[src/fct_pkg.sv]
package fct_pkg;

  localparam int TABLE_ENTRIES_DEF = 1024;
  localparam int BLK_W = 10;
  localparam int ENT_W = 11;
  localparam int VAL_W = 11;

  localparam logic [ENT_W-1:0] END_MARK = '1;

  typedef enum logic [1:0] {
    OP_CLEAR,
    OP_ADD,
    OP_LOOKUP,
    OP_REMOVE
  } op_t;

  typedef enum logic [3:0] {
    ST_SWEEP_RST,
    ST_IDLE,
    ST_DECODE,
    ST_SWEEP_CLR,
    ST_ADD_T,
    ST_ADD_C,
    ST_ADD_W,
    ST_LK_CHK,
    ST_LK_EV,
    ST_RM1_RD,
    ST_RM1_EV,
    ST_RM2_RD,
    ST_RM2_EV,
    ST_POST
  } state_t;

  typedef enum logic [1:0] {RA_TGT, RA_CHAIN, RA_CUR} rd_sel_t;
  typedef enum logic [1:0] {WA_TGT, WA_CHAIN, WA_CUR, WA_SWEEP} wa_sel_t;
  typedef enum logic [1:0] {WD_ZERO, WD_END, WD_TGT} wd_sel_t;
  typedef enum logic [1:0] {CUR_HOLD, CUR_CHAIN, CUR_RD, CUR_TGT} cur_sel_t;
  typedef enum logic [1:0] {VAL_ZERO, VAL_CUR, VAL_CNT1} val_sel_t;

  typedef struct packed {
    logic     in_ready;
    logic     load_in;
    rd_sel_t  rd_sel;
    logic     wr_en;
    wa_sel_t  wa_sel;
    wd_sel_t  wd_sel;
    cur_sel_t cur_sel;
    logic     steps_clr;
    logic     steps_inc;
    logic     count_clr;
    logic     count_inc;
    logic     links_dec;
    logic     sweep_clr;
    logic     sweep_inc;
    logic     res_load;
    logic     res_err;
    val_sel_t val_sel;
    logic     post;
  } dp_ctl_t;

  typedef struct packed {
    logic in_valid;
    logic out_busy;
    op_t  op;
    logic chain_end;
    logic chain_rng;
    logic tgt_rng;
    logic rd_zero;
    logic rd_end;
    logic rd_rng;
    logic rd_eq_tgt;
    logic links_zero;
    logic steps_max;
    logic sweep_last;
  } dp_sts_t;

endpackage

[src/fct_ctrl.sv]
module fct_ctrl
  import fct_pkg::*;
(
  input  logic    clk,
  input  logic    rst,
  input  dp_sts_t sts,
  output dp_ctl_t ctl
);

  state_t state;
  state_t state_next;

  always_ff @(posedge clk) begin
    if (rst) begin
      state <= ST_SWEEP_RST;
    end else begin
      state <= state_next;
    end
  end

  always_comb begin
    ctl        = '0;
    state_next = state;
    unique case (state)
      ST_SWEEP_RST: begin
        ctl.wr_en     = 1'b1;
        ctl.wa_sel    = WA_SWEEP;
        ctl.wd_sel    = WD_ZERO;
        ctl.sweep_inc = 1'b1;
        if (sts.sweep_last) begin
          state_next = ST_IDLE;
        end
      end
      ST_IDLE: begin
        ctl.in_ready = 1'b1;
        ctl.load_in  = sts.in_valid;
        if (sts.in_valid) begin
          state_next = ST_DECODE;
        end
      end
      ST_DECODE: begin
        ctl.cur_sel   = CUR_CHAIN;
        ctl.steps_clr = 1'b1;
        ctl.count_clr = 1'b1;
        ctl.sweep_clr = 1'b1;
        ctl.rd_sel    = RA_TGT;
        ctl.val_sel   = VAL_ZERO;
        unique case (sts.op)
          OP_CLEAR: state_next = ST_SWEEP_CLR;
          OP_ADD: begin
            if (!sts.tgt_rng) begin
              ctl.res_load = 1'b1;
              ctl.res_err  = 1'b1;
              state_next   = ST_POST;
            end else begin
              state_next = ST_ADD_T;
            end
          end
          OP_LOOKUP: begin
            if (!sts.chain_rng) begin
              ctl.res_load = 1'b1;
              ctl.res_err  = 1'b1;
              state_next   = ST_POST;
            end else begin
              state_next = ST_LK_CHK;
            end
          end
          OP_REMOVE: begin
            if (!sts.chain_rng || !sts.tgt_rng) begin
              ctl.res_load = 1'b1;
              ctl.res_err  = 1'b1;
              state_next   = ST_POST;
            end else begin
              state_next = ST_RM1_RD;
            end
          end
          default: state_next = ST_POST;
        endcase
      end
      ST_SWEEP_CLR: begin
        ctl.wr_en     = 1'b1;
        ctl.wa_sel    = WA_SWEEP;
        ctl.wd_sel    = WD_ZERO;
        ctl.sweep_inc = 1'b1;
        if (sts.sweep_last) begin
          ctl.res_load = 1'b1;
          ctl.val_sel  = VAL_ZERO;
          state_next   = ST_POST;
        end
      end
      // rdata holds the target entry
      ST_ADD_T: begin
        ctl.rd_sel = RA_CHAIN;
        if (!sts.rd_zero) begin
          ctl.res_load = 1'b1;
          ctl.res_err  = 1'b1;
          state_next   = ST_POST;
        end else if (sts.chain_end) begin
          ctl.wr_en    = 1'b1;
          ctl.wa_sel   = WA_TGT;
          ctl.wd_sel   = WD_END;
          ctl.res_load = 1'b1;
          ctl.val_sel  = VAL_ZERO;
          state_next   = ST_POST;
        end else if (!sts.chain_rng) begin
          ctl.res_load = 1'b1;
          ctl.res_err  = 1'b1;
          state_next   = ST_POST;
        end else begin
          state_next = ST_ADD_C;
        end
      end
      // rdata holds the last entry of the chain
      ST_ADD_C: begin
        if (!sts.rd_end) begin
          ctl.res_load = 1'b1;
          ctl.res_err  = 1'b1;
          state_next   = ST_POST;
        end else begin
          ctl.wr_en  = 1'b1;
          ctl.wa_sel = WA_CHAIN;
          ctl.wd_sel = WD_TGT;
          state_next = ST_ADD_W;
        end
      end
      ST_ADD_W: begin
        ctl.wr_en    = 1'b1;
        ctl.wa_sel   = WA_TGT;
        ctl.wd_sel   = WD_END;
        ctl.res_load = 1'b1;
        ctl.val_sel  = VAL_ZERO;
        state_next   = ST_POST;
      end
      ST_LK_CHK: begin
        ctl.rd_sel = RA_CUR;
        if (sts.links_zero) begin
          ctl.res_load = 1'b1;
          ctl.val_sel  = VAL_CUR;
          state_next   = ST_POST;
        end else begin
          state_next = ST_LK_EV;
        end
      end
      ST_LK_EV: begin
        if (sts.rd_zero || sts.rd_end || !sts.rd_rng) begin
          ctl.res_load = 1'b1;
          ctl.res_err  = 1'b1;
          state_next   = ST_POST;
        end else begin
          ctl.cur_sel   = CUR_RD;
          ctl.links_dec = 1'b1;
          state_next    = ST_LK_CHK;
        end
      end
      ST_RM1_RD: begin
        ctl.rd_sel = RA_CUR;
        state_next = ST_RM1_EV;
      end
      // find the block that links to the target block, then cut there
      ST_RM1_EV: begin
        if (sts.rd_eq_tgt) begin
          ctl.wr_en     = 1'b1;
          ctl.wa_sel    = WA_CUR;
          ctl.wd_sel    = WD_END;
          ctl.cur_sel   = CUR_TGT;
          ctl.steps_clr = 1'b1;
          state_next    = ST_RM2_RD;
        end else if (sts.rd_zero || sts.rd_end || !sts.rd_rng || sts.steps_max) begin
          ctl.res_load = 1'b1;
          ctl.res_err  = 1'b1;
          state_next   = ST_POST;
        end else begin
          ctl.cur_sel   = CUR_RD;
          ctl.steps_inc = 1'b1;
          state_next    = ST_RM1_RD;
        end
      end
      ST_RM2_RD: begin
        ctl.rd_sel = RA_CUR;
        state_next = ST_RM2_EV;
      end
      // free the tail; blocks already freed stay freed on error
      ST_RM2_EV: begin
        if (sts.rd_end) begin
          ctl.wr_en    = 1'b1;
          ctl.wa_sel   = WA_CUR;
          ctl.wd_sel   = WD_ZERO;
          ctl.res_load = 1'b1;
          ctl.val_sel  = VAL_CNT1;
          state_next   = ST_POST;
        end else if (sts.rd_zero || !sts.rd_rng || sts.steps_max) begin
          ctl.res_load = 1'b1;
          ctl.res_err  = 1'b1;
          state_next   = ST_POST;
        end else begin
          ctl.wr_en     = 1'b1;
          ctl.wa_sel    = WA_CUR;
          ctl.wd_sel    = WD_ZERO;
          ctl.cur_sel   = CUR_RD;
          ctl.count_inc = 1'b1;
          ctl.steps_inc = 1'b1;
          state_next    = ST_RM2_RD;
        end
      end
      ST_POST: begin
        if (!sts.out_busy) begin
          ctl.post   = 1'b1;
          state_next = ST_IDLE;
        end
      end
      default: state_next = ST_IDLE;
    endcase
  end

endmodule

[config.mk]
export PLATFORM = sky130hd
export DESIGN_NAME = fct_ctrl
export DESIGN_NICKNAME = d
export VERILOG_FILES = /design/src/fct_pkg.sv /design/src/fct_ctrl.sv
export SDC_FILE = /design/constraint.sdc
export NUM_CORES = 1
export LEC_CHECK = 0
export BUFFER_PORTS_ARGS = -buffer_cell sky130_fd_sc_hd__buf_2
export CORE_MARGIN = 3
export CORE_UTILIZATION = 47
export CTS_BUF_LIST = sky130_fd_sc_hd__clkbuf_16
export CTS_CLUSTER_DIAMETER = 60
export CTS_CLUSTER_SIZE = 10
export DETAILED_ROUTE_END_ITERATION = 10
export HOLD_SLACK_MARGIN = 0.1
export PLACE_DENSITY = 0.8
export SKIP_CTS_REPAIR_TIMING = 1
export SLEW_MARGIN = 20
export SYNTH_ARGS = -nofsm -noshare
export SYNTH_HDL_FRONTEND = slang
export SYNTH_SLANG_ARGS = --single-unit
[constraint.sdc]
create_clock -name clk -period 1.9 [get_ports clk]
set_input_delay 0.475 -clock clk [delete_from_list [all_inputs] [get_ports clk]]
set_output_delay 0.475 -clock clk [all_outputs]
set_load 0.02 [all_outputs]
==> run_results.csv, run 1 <==
group,metric,value,unit
run_status,status,"complete, but fails checks",
run_status,violations,"negative setup slack",
worst_setup_path,r2r_start,"state[3]$_SDFFE_PP0P_",
timing,post-route-worst-setup-slack,-0.193,ns
global_routing,global_route_wire_length_before_repair,6110,um
worst_setup_path,launching_element_type_of_the_critical_path,"flip-flop",
logic_synthesis,ys_seq_area_share,9.10,%
floorplan,start_util,50.4,%
min_path,hold_start,"rst",
floorplan,die_height,49.3,um
global_routing,grt_usage,31.9,%
global_routing,grt_max_degree,14,
worst_setup_path,cell_with_the_largest_stage_delay_on_the_worst_path,"dfxtp_4",
global_routing,grt_antenna_before_repair,0,
drt,viasPerCell,6.75,
job,timing.max_cap.violations,0,
layout,largest_registers,"state (4)",
floorplan,placeable_core_area,1750,sq um
logic_synthesis,yosys_warnings,0,
global_routing,vias_in_the_first_global_route,1312,
cts,clk-insertion-delay-late,0.23,ns
floorplan,design.portCount,39,
layout,antenna-diode-count,0,
worst_setup_path,critical_path_arrival,1.62,ns
drt,detail_route.iter0.violations,141,
logic_synthesis,synth.distinct_cells,43,
timing,fmax,478,MHz
worst_setup_path,cp_num_cells,6,
timing,fin_worst_skew,0.00647,ns
timing,fin_worst_hold_slack,0.590,ns
logic_synthesis,muxShareOfSynthArea,0,%
layout,final_cells,224,
cts,clkTransAtPathRegs,0.04,ns
logic_synthesis,syn_area,880,sq um
worst_setup_path,worstPathRequired,1.42,ns
logic_synthesis,yosys.area_share.simple,49.6,%
timing,final_period_minus_worst_setup_slack,2.09,ns
worst_setup_path,worstPathCellList,"buf_4, maj3_2, nor2_1, a21oi_1, nor3b_2, buf_4",
logic_synthesis,post_synth_fa_ha_maj_area_fraction,1.14,%
layout,final_core_util,87.2,%
logic_synthesis,mapped_avg_cell_area,6.42,sq um
layout,layout-drive-gt1-share,48.2,%
drt,routed_wirelength,4330,um
timing,finalHoldViolations,0,
placement,place_hpwl,2580,um
logic_synthesis,mappedNetlistNets,153,
worst_setup_path,regToRegSetupSlack,0.13,ns
placement,globalplace.congestion,0.959,
worst_setup_path,cpMostUsedCell,"buf_4",
logic_synthesis,synth-xor-area-share,0,%
pwr,worst_ir_drop_vdd,0.405,mV
worst_setup_path,worst_setup_path_endpoint,"ctl[13]",
worst_setup_path,timing.critical_path.buf_inv,2,
worst_setup_path,critPathTopFamily,"flip-flops",
drt,ant_nets,0,
drt,routedWlPerCell,19.3,um
cts,tritoncts_clock_tree,"yes",
cts,cts.htree.levels,1,
layout,area_growth,73.1,%
pwr,leakage,0.660,nW
drt,drt_drc_violations_left,0,
cts,clock_path_buffers,2,
logic_synthesis,synth_seq_cells,4,
worst_setup_path,depth_of_the_most_critical_reg_to_reg_path,6,
timing,rsz0062_at_grt,"true",
worst_setup_path,timing_worst_setup_path_type,"flip-flop to primary output",
timing,layout_worst_path_cycle_share,110,%
timing,finalSetupTns,-0.737,ns
worst_setup_path,crit_path_end_kind,"primary output",
cts,cts_buffers,3,
logic_synthesis,syn-instance-count,137,
global_routing,gr_overflow_total,0,
layout,largest_register_ff_count,4,
layout,finish.net_count,217,
min_path,hold_class,"primary input to flip-flop",
cts,clockRootBuffer,"clkbuf_16",
worst_setup_path,endpoint_of_the_most_critical_register_to_register_path,"state[3]$_SDFFE_PP0P_",
pwr,cellPowerDensity,479,nW/um^2
pwr,post-layout-total-power,0.729,mW
layout,largest_register,"state",
floorplan,row_count,15,
timing,final_max_slew_viol_count,0,
worst_setup_path,max_stage_delay,0.36,ns
worst_setup_path,crit_start,"state[2]$_SDFFE_PP0P_",
worst_setup_path,cp_max_fo,7,
floorplan,floorplan.die.width,49.3,um
placement,dp_cells,215,
drt,dr.pass1.iters,5,
timing,timing.final.setup_violations,8,
floorplan,die_area,2430,sq um
timing,slew_headroom,76.6,%
timing,worst_pin_slew,0.350,ns
drt,dr_total_vias,1511,
logic_synthesis,synth_compound_area_share,33.0,%
logic_synthesis,combinational_family_with_the_most_area_after_synthesis,"simple AND/OR/NAND/NOR gates",
cts,cts.sinks,4,
placement,numPortBuffers,38,
[metal layers]
metal	up-vias	wire length [um]	track usage [%]	share of wire, %
met5	-	0	0	0
met4	0	249	13.7	5.8
met3	40	576	4.28	13
met2	158	1900	53.8	44
met1	674	1600	39.9	37
li1	639	-	-	-
[per-stage QoR]
| step | instance area, sq um | setup slack [ns] |
|---|---|---|
| 6_report | 1520 | -0.193 |
| 3_5_place_dp | 1250 | -0.207 |
| 4_1_cts | 1320 | -0.254 |
| 5_1_grt | 1520 | -0.226 |
| 3_3_place_gp | 1250 | -0.171 |
| 2_1_floorplan | 891 | 0.0109 |
[synthesized netlist by cell type]
cell type | number | share of area (%)
nor2_1 | 16 | 6.8
or3_1 | 1 | 0.71
nor4bb_1 | 1 | 1.1
nor4b_1 | 1 | 1.0
inv_1 | 3 | 1.3
buf_2 | 5 | 2.8
buf_4 | 2 | 1.7
a221oi_1 | 3 | 3.0
o22ai_1 | 2 | 1.4
a31oi_1 | 2 | 1.4
nand3_1 | 6 | 3.4
and2_1 | 2 | 1.4
nor4_1 | 1 | 0.71
or3b_1 | 1 | 1.0
o22a_1 | 2 | 2.0
o21ai_1 | 2 | 1.1
a2bb2oi_1 | 1 | 1.0
a41oi_1 | 1 | 1.0
or2_1 | 2 | 1.4
nand2_1 | 9 | 3.8
a221o_1 | 1 | 1.1
nand2b_1 | 5 | 3.6
clkbuf_1 | 3 | 1.3
nor3b_1 | 4 | 3.4
nor2b_1 | 12 | 8.5
nand3b_1 | 1 | 0.85
a21oi_1 | 12 | 6.8
nor3_1 | 5 | 2.8
o211ai_1 | 1 | 0.85
maj3_1 | 1 | 1.1
o41a_1 | 2 | 2.6
a211oi_1 | 2 | 1.7
o21a_1 | 2 | 1.7
nand4_1 | 3 | 2.1
nand4bb_1 | 1 | 1.3
o221ai_1 | 1 | 1.0
and3_1 | 2 | 1.4
o21ai_0 | 7 | 4.0
or2_4 | 1 | 1.0
nor4_2 | 1 | 1.4
a32o_1 | 2 | 2.3
dfxtp_1 | 4 | 9.1
nor4b_2 | 1 | 1.7
[cell families (layout without fill, tap and decap cells)]
logic type,count (synthesis),count (layout)
AND/OR/NAND/NOR,76,76
AO/OA/AOI/OAI,43,43
buffers and inverters,13,75
flip-flops,4,4
adder cells (fa/ha/maj),1,1
[worst min path at each step]
stage	to	slack, ns	cells past startpoint
final	state[0]$_SDFFE_PP0P_	0.59	3
after global routing	state[0]$_SDFFE_PP0P_	0.60	3
after CTS	state[0]$_SDFFE_PP0P_	0.57	3
after detailed placement	state[1]$_SDFFE_PP0P_	0.63	2
after global placement	state[1]$_SDFFE_PP0P_	0.62	2
after floorplan	state[1]$_SDFFE_PP0P_	0.64	2
[power by group]
group          leakage [nW]  total, mW  switching (mW)  internal [mW]
sequential           0.0355     0.0969          0.0111         0.0858
clock                0.0370      0.340          0.0699          0.270
combinational         0.587      0.292           0.158          0.134
total                 0.660      0.729           0.239          0.490
[final cells by class]
type | instances | area [sq um]
multi-input cells | 120 | 822
clock buffers | 3 | 75.1
repair buffers | 69 | 488
well taps | 25 | 31.3
inverters | 3 | 11.3
flip-flops and latches | 4 | 95.1
fillers | 100 | 223
[placed cells by master (no fill, tap or decap), types with 4 or more instances in the layout]
cell type	synthesis	routed
dfxtp_4	0	4
nor2b_2	0	4
nor3_1	5	5
nor2_1	16	12
o21ai_0	7	7
nor2b_1	12	8
nand3_1	6	6
nand2b_1	5	5
buf_6	0	8
nand2_1	9	8
buf_2	5	27
a21oi_1	12	11
buf_4	2	33
[worst register-to-register path, cell delays in order, from the launching register on]
cell and delay, ns:
dfxtp_4 0.39, buf_6 0.16, and2_1 0.21, buf_4 0.16
a221oi_1 0.37, a2bb2oi_1 0.13, a41oi_1 0.24
Power figures use the tool's default switching activity.
==> run 2, diff against run 1 <==
--- a/config.mk
+++ b/config.mk
@@ -14,7 +14,7 @@
 export DETAILED_ROUTE_END_ITERATION = 10
 export HOLD_SLACK_MARGIN = 0.1
 export PLACE_DENSITY = 0.8
-export SKIP_CTS_REPAIR_TIMING = 1
+export RECOVER_POWER = 100
 export SLEW_MARGIN = 20
 export SYNTH_ARGS = -nofsm -noshare
 export SYNTH_HDL_FRONTEND = slang
==> run 2 against run 1 <==
  * The flow now stops in 5_1_grt
  * Synthesized cell count did not move
  * Area after synthesis did not move
==> run_results.csv, run 2 <==
group,metric,value,unit
logic_synthesis,syn-instance-count,137,
logic_synthesis,synth-edff-count,0,
placement,dp_cells,215,
logic_synthesis,commonest_cells_post_synth,"16 x nor2_1, 12 x a21oi_1, 12 x nor2b_1",
placement,numPortBuffers,38,
run_status,haltStage,"5_1_grt",
cts,cts.sinks,4,
logic_synthesis,yosysMostFrequentCell,"nor2_1",
floorplan,die_height,49.3,um
floorplan,start_util,50.4,%
cts,cts_buffers,3,
logic_synthesis,mappedNetlistNets,153,
floorplan,design.portCount,39,
cts,cts.htree.levels,1,
floorplan,row_count,15,
logic_synthesis,synth_seq_cells,4,
timing,repair-timing-grt-worst-ep,"ctl[13]",
cts,ctsHoldBuffers,0,
logic_synthesis,async_flop_share,0,%
cts,clock_path_buffers,2,
cts,clockRootBuffer,"clkbuf_16",
placement,placed_cell_area,1250,sq um
run_status,status,"did not finish",
logic_synthesis,synth_top_cell_area_share,9.10,%
timing,worst-ep-kind,"primary output",
logic_synthesis,synth_area_leader_cell,"dfxtp_1",
global_routing,grt_antenna_before_repair,0,
logic_synthesis,yosys-top-cells-area,"dfxtp_1 9.1%, nor2b_1 8.5%, a21oi_1 6.8%",
placement,place_hpwl,2580,um
logic_synthesis,ys_seq_area_share,9.10,%
logic_synthesis,synth_flop_cell,"dfxtp_1",
logic_synthesis,syn_area,880,sq um
placement,globalplace.congestion,0.959,
logic_synthesis,synth.distinct_cells,43,
floorplan,floorplan.die.width,49.3,um
run_status,error_message,"[ERROR DPL-0033] detailed placement checks failed during check placement.",
logic_synthesis,yosys_warnings,0,
global_routing,grt_max_degree,14,
logic_synthesis,mapped_avg_cell_area,6.42,sq um
[run 2: cell counts after synthesis]
Identical to the previous run, type by type.
[run 2: what timing repair did]
item | CTS
gates cloned | 0
endpoints found under the setup margin | 20
gates resized for setup | 30
pin swaps | 9
setup buffers | 1
[run 2: cell families after synthesis]
group	after synthesis	synth area share, %
AO/OA/AOI/OAI	43	33.0
adder cells (fa/ha/maj)	1	1.14
buffers and inverters	13	7.11
flip-flops	4	9.10
AND/OR/NAND/NOR	76	49.6
[run 2: per-stage QoR]
stage / setup slack (ns) / TNS [ns]
3_5_place_dp: -0.207 / -0.714
3_3_place_gp: -0.171 / -0.523
2_1_floorplan: 0.0109 / 0
4_1_cts: -0.139 / -0.525
==> run 3, diff against run 2 <==
==> config.mk (replaced) <==
export PLATFORM = sky130hd
export DESIGN_NAME = fct_ctrl
export DESIGN_NICKNAME = d
export VERILOG_FILES = /design/src/fct_pkg.sv /design/src/fct_ctrl.sv
export SDC_FILE = /design/constraint.sdc
export NUM_CORES = 1
export LEC_CHECK = 0
export BUFFER_PORTS_ARGS = -buffer_cell sky130_fd_sc_hd__buf_2
export CORE_AREA = 3 3 64 66
export DETAILED_ROUTE_END_ITERATION = 10
export DIE_AREA = 0 0 67 69
export PLACE_DENSITY_LB_ADDON = 0.15
export RECOVER_POWER = 100
export SLEW_MARGIN = 20
export SYNTH_ARGS = -nofsm -noshare
export SYNTH_HDL_FRONTEND = slang
export SYNTH_SLANG_ARGS = --single-unit
==> run 3 against run 2 <==
  * The flow now finishes, with violations (negative setup slack)
==> run_results.csv, run 3 (synthesis results as in run 1) <==
group,metric,value,unit
run_status,status,"complete, but fails checks",
run_status,violations,"negative setup slack",
min_path,hold_class,"primary input to flip-flop",
timing,fin_worst_hold_slack,0.592,ns
layout,n_fill_cell,386,
global_routing,global_route_wire_length_before_repair,6130,um
placement,globalplace.congestion,0.862,
layout,final_common_cell,"buf_4",
cts,ctsHoldBuffers,0,
pwr,worst_ir_drop_vdd,0.164,mV
pwr,cellPowerDensity,338,nW/um^2
worst_setup_path,crit_path_end_kind,"primary output",
drt,viasPerCell,5.33,
global_routing,grt_max_degree,20,
worst_setup_path,cell_with_the_largest_stage_delay_on_the_worst_path,"or3b_4",
floorplan,die_height,69,um
min_path,hold_end,"state[1]$_SDFFE_PP0P_",
worst_setup_path,worstPathCellList,"buf_8, or3b_4, a32o_1, nand2_2, nand4_1, buf_4",
cts,clock_path_buffers,2,
cts,clkTransAtPathRegs,0.03,ns
layout,finish.net_count,231,
worst_setup_path,endpoint_of_the_most_critical_register_to_register_path,"state[3]$_SDFFE_PP0P_",
timing,finalHoldViolations,0,
floorplan,design.portCount,39,
min_path,hold_start,"rst",
cts,cts.sinks,4,
worst_setup_path,launching_element_type_of_the_critical_path,"primary input",
pwr,leakage,0.733,nW
timing,final_max_slew_viol_count,0,
timing,layout_worst_path_cycle_share,109,%
worst_setup_path,worstPathRequired,1.42,ns
floorplan,floorplan.die.width,67,um
timing,final_period_minus_worst_setup_slack,2.07,ns
timing,fin_worst_skew,0.00208,ns
timing,slew_headroom,80.8,%
cts,cts_buffers,3,
drt,dr_total_vias,1392,
min_path,worst_hold_path_depth,3,
placement,dp_cells,244,
layout,final_cells,261,
timing,worst_pin_slew,0.287,ns
cts,clockRootBuffer,"clkbuf_8",
placement,numPortBuffers,38,
cts,cts.htree.levels,1,
layout,largest_registers,"state (4)",
placement,place_ws,-0.187,ns
cts,clk-insertion-delay-late,0.21,ns
drt,detail_route.iter0.violations,125,
cts,tritoncts_clock_tree,"yes",
job,timing.max_cap.violations,0,
layout,antenna-diode-count,0,
layout,largest_register_ff_count,4,
drt,dr.pass1.iters,4,
floorplan,start_util,24.2,%
worst_setup_path,max_stage_delay,0.43,ns
layout,layout-drive-gt1-share,58.7,%
worst_setup_path,cp_max_fo,3,
layout,most_used_cells_in_the_layout_excluding_fill_and_tap_cells,"41 x buf_4, 17 x buf_2, 11 x nor2_1, 11 x buf_6, 9 x a21oi_1",
timing,timing.final.setup_violations,7,
floorplan,die_area,4620,sq um
drt,ant_nets,0,
layout,largest_register,"state",
worst_setup_path,timing_worst_setup_path_type,"primary input to primary output",
worst_setup_path,regToRegSetupSlack,0.23,ns
drt,drt_drc_violations_left,0,
global_routing,gr_overflow_total,0,
worst_setup_path,critical_path_arrival,1.59,ns
global_routing,vias_in_the_first_global_route,1271,
drt,routedWlPerCell,16.3,um
worst_setup_path,r2r_start,"state[3]$_SDFFE_PP0P_",
worst_setup_path,depth_of_the_most_critical_reg_to_reg_path,6,
timing,rsz0062_at_grt,"true",
timing,post-route-worst-setup-slack,-0.169,ns
timing,fmax,483,MHz
floorplan,placeable_core_area,3630,sq um
global_routing,grt_antenna_before_repair,0,
global_routing,grt_usage,16.6,%
layout,area_growth,102,%
floorplan,row_count,22,
placement,place_hpwl,2900,um
drt,routed_wirelength,4260,um
[run 3: power breakdown]
group	leakage (nW)	internal (mW)	total, mW	switching, mW
sequential	0.0352	0.0860	0.0926	0.00663
combinational	0.676	0.167	0.337	0.169
clock	0.0216	0.135	0.173	0.0383
[run 3: critical path, delay by kind of cell]
kind	cells	cell delay (ns)
buffers and inverters	2	0.28
AO/OA/AOI/OAI	1	0.25
AND/OR/NAND/NOR	3	0.60
[run 3: how the worst max path moves through the flow]
stage          startpoint  endpoint  slack [ns]  cells after the start
3_3_place_gp       sts[6]    ctl[3]       -0.18                      6
2_1_floorplan      sts[6]    ctl[3]        0.01                      4
5_1_grt            sts[4]    ctl[3]       -0.20                      6
3_5_place_dp       sts[6]    ctl[3]       -0.19                      6
6_report           sts[6]    ctl[3]       -0.17                      6
4_1_cts            sts[1]    ctl[3]       -0.10                      6
[run 3: cell type report]
| type | instances | area (sq um) | area share [%] |
|---|---|---|---|
| clock buffer | 3 | 41.3 | 2.32 |
| inverter | 3 | 11.3 | 0.633 |
| multi-input combinational | 120 | 942 | 53.0 |
| sequential | 4 | 92.6 | 5.20 |
| tap | 48 | 60.1 | 3.38 |
| timing repair buffer | 83 | 632 | 35.5 |
[run 3: timing repair]
item	in CTS	in global routing
buffers inserted	6	8
pin swaps	10	8
gates resized for setup	42	46
setup endpoints to repair	23	15
[run 3: routing by layer]
layer	vias to the layer above	part of all wire (%)	track usage, %
met5	-	0	0
met1	644	43	22.6
met4	0	2.1	3.60
li1	674	-	-
met2	66	48	27.4
met3	8	7.3	2.28
[run 3: per-stage QoR]
stage          utilization, %  TNS, ns  total power [mW]  cell area (sq um)
2_1_floorplan               -        0             0.229                891
3_3_place_gp             36.7   -0.679             0.339               1340
3_5_place_dp             36.7   -0.784             0.339               1340
4_1_cts                  43.0   -0.388             0.548               1560
5_1_grt                  49.0    -1.10             0.638               1780
6_report                 49.0   -0.621             0.602               1780
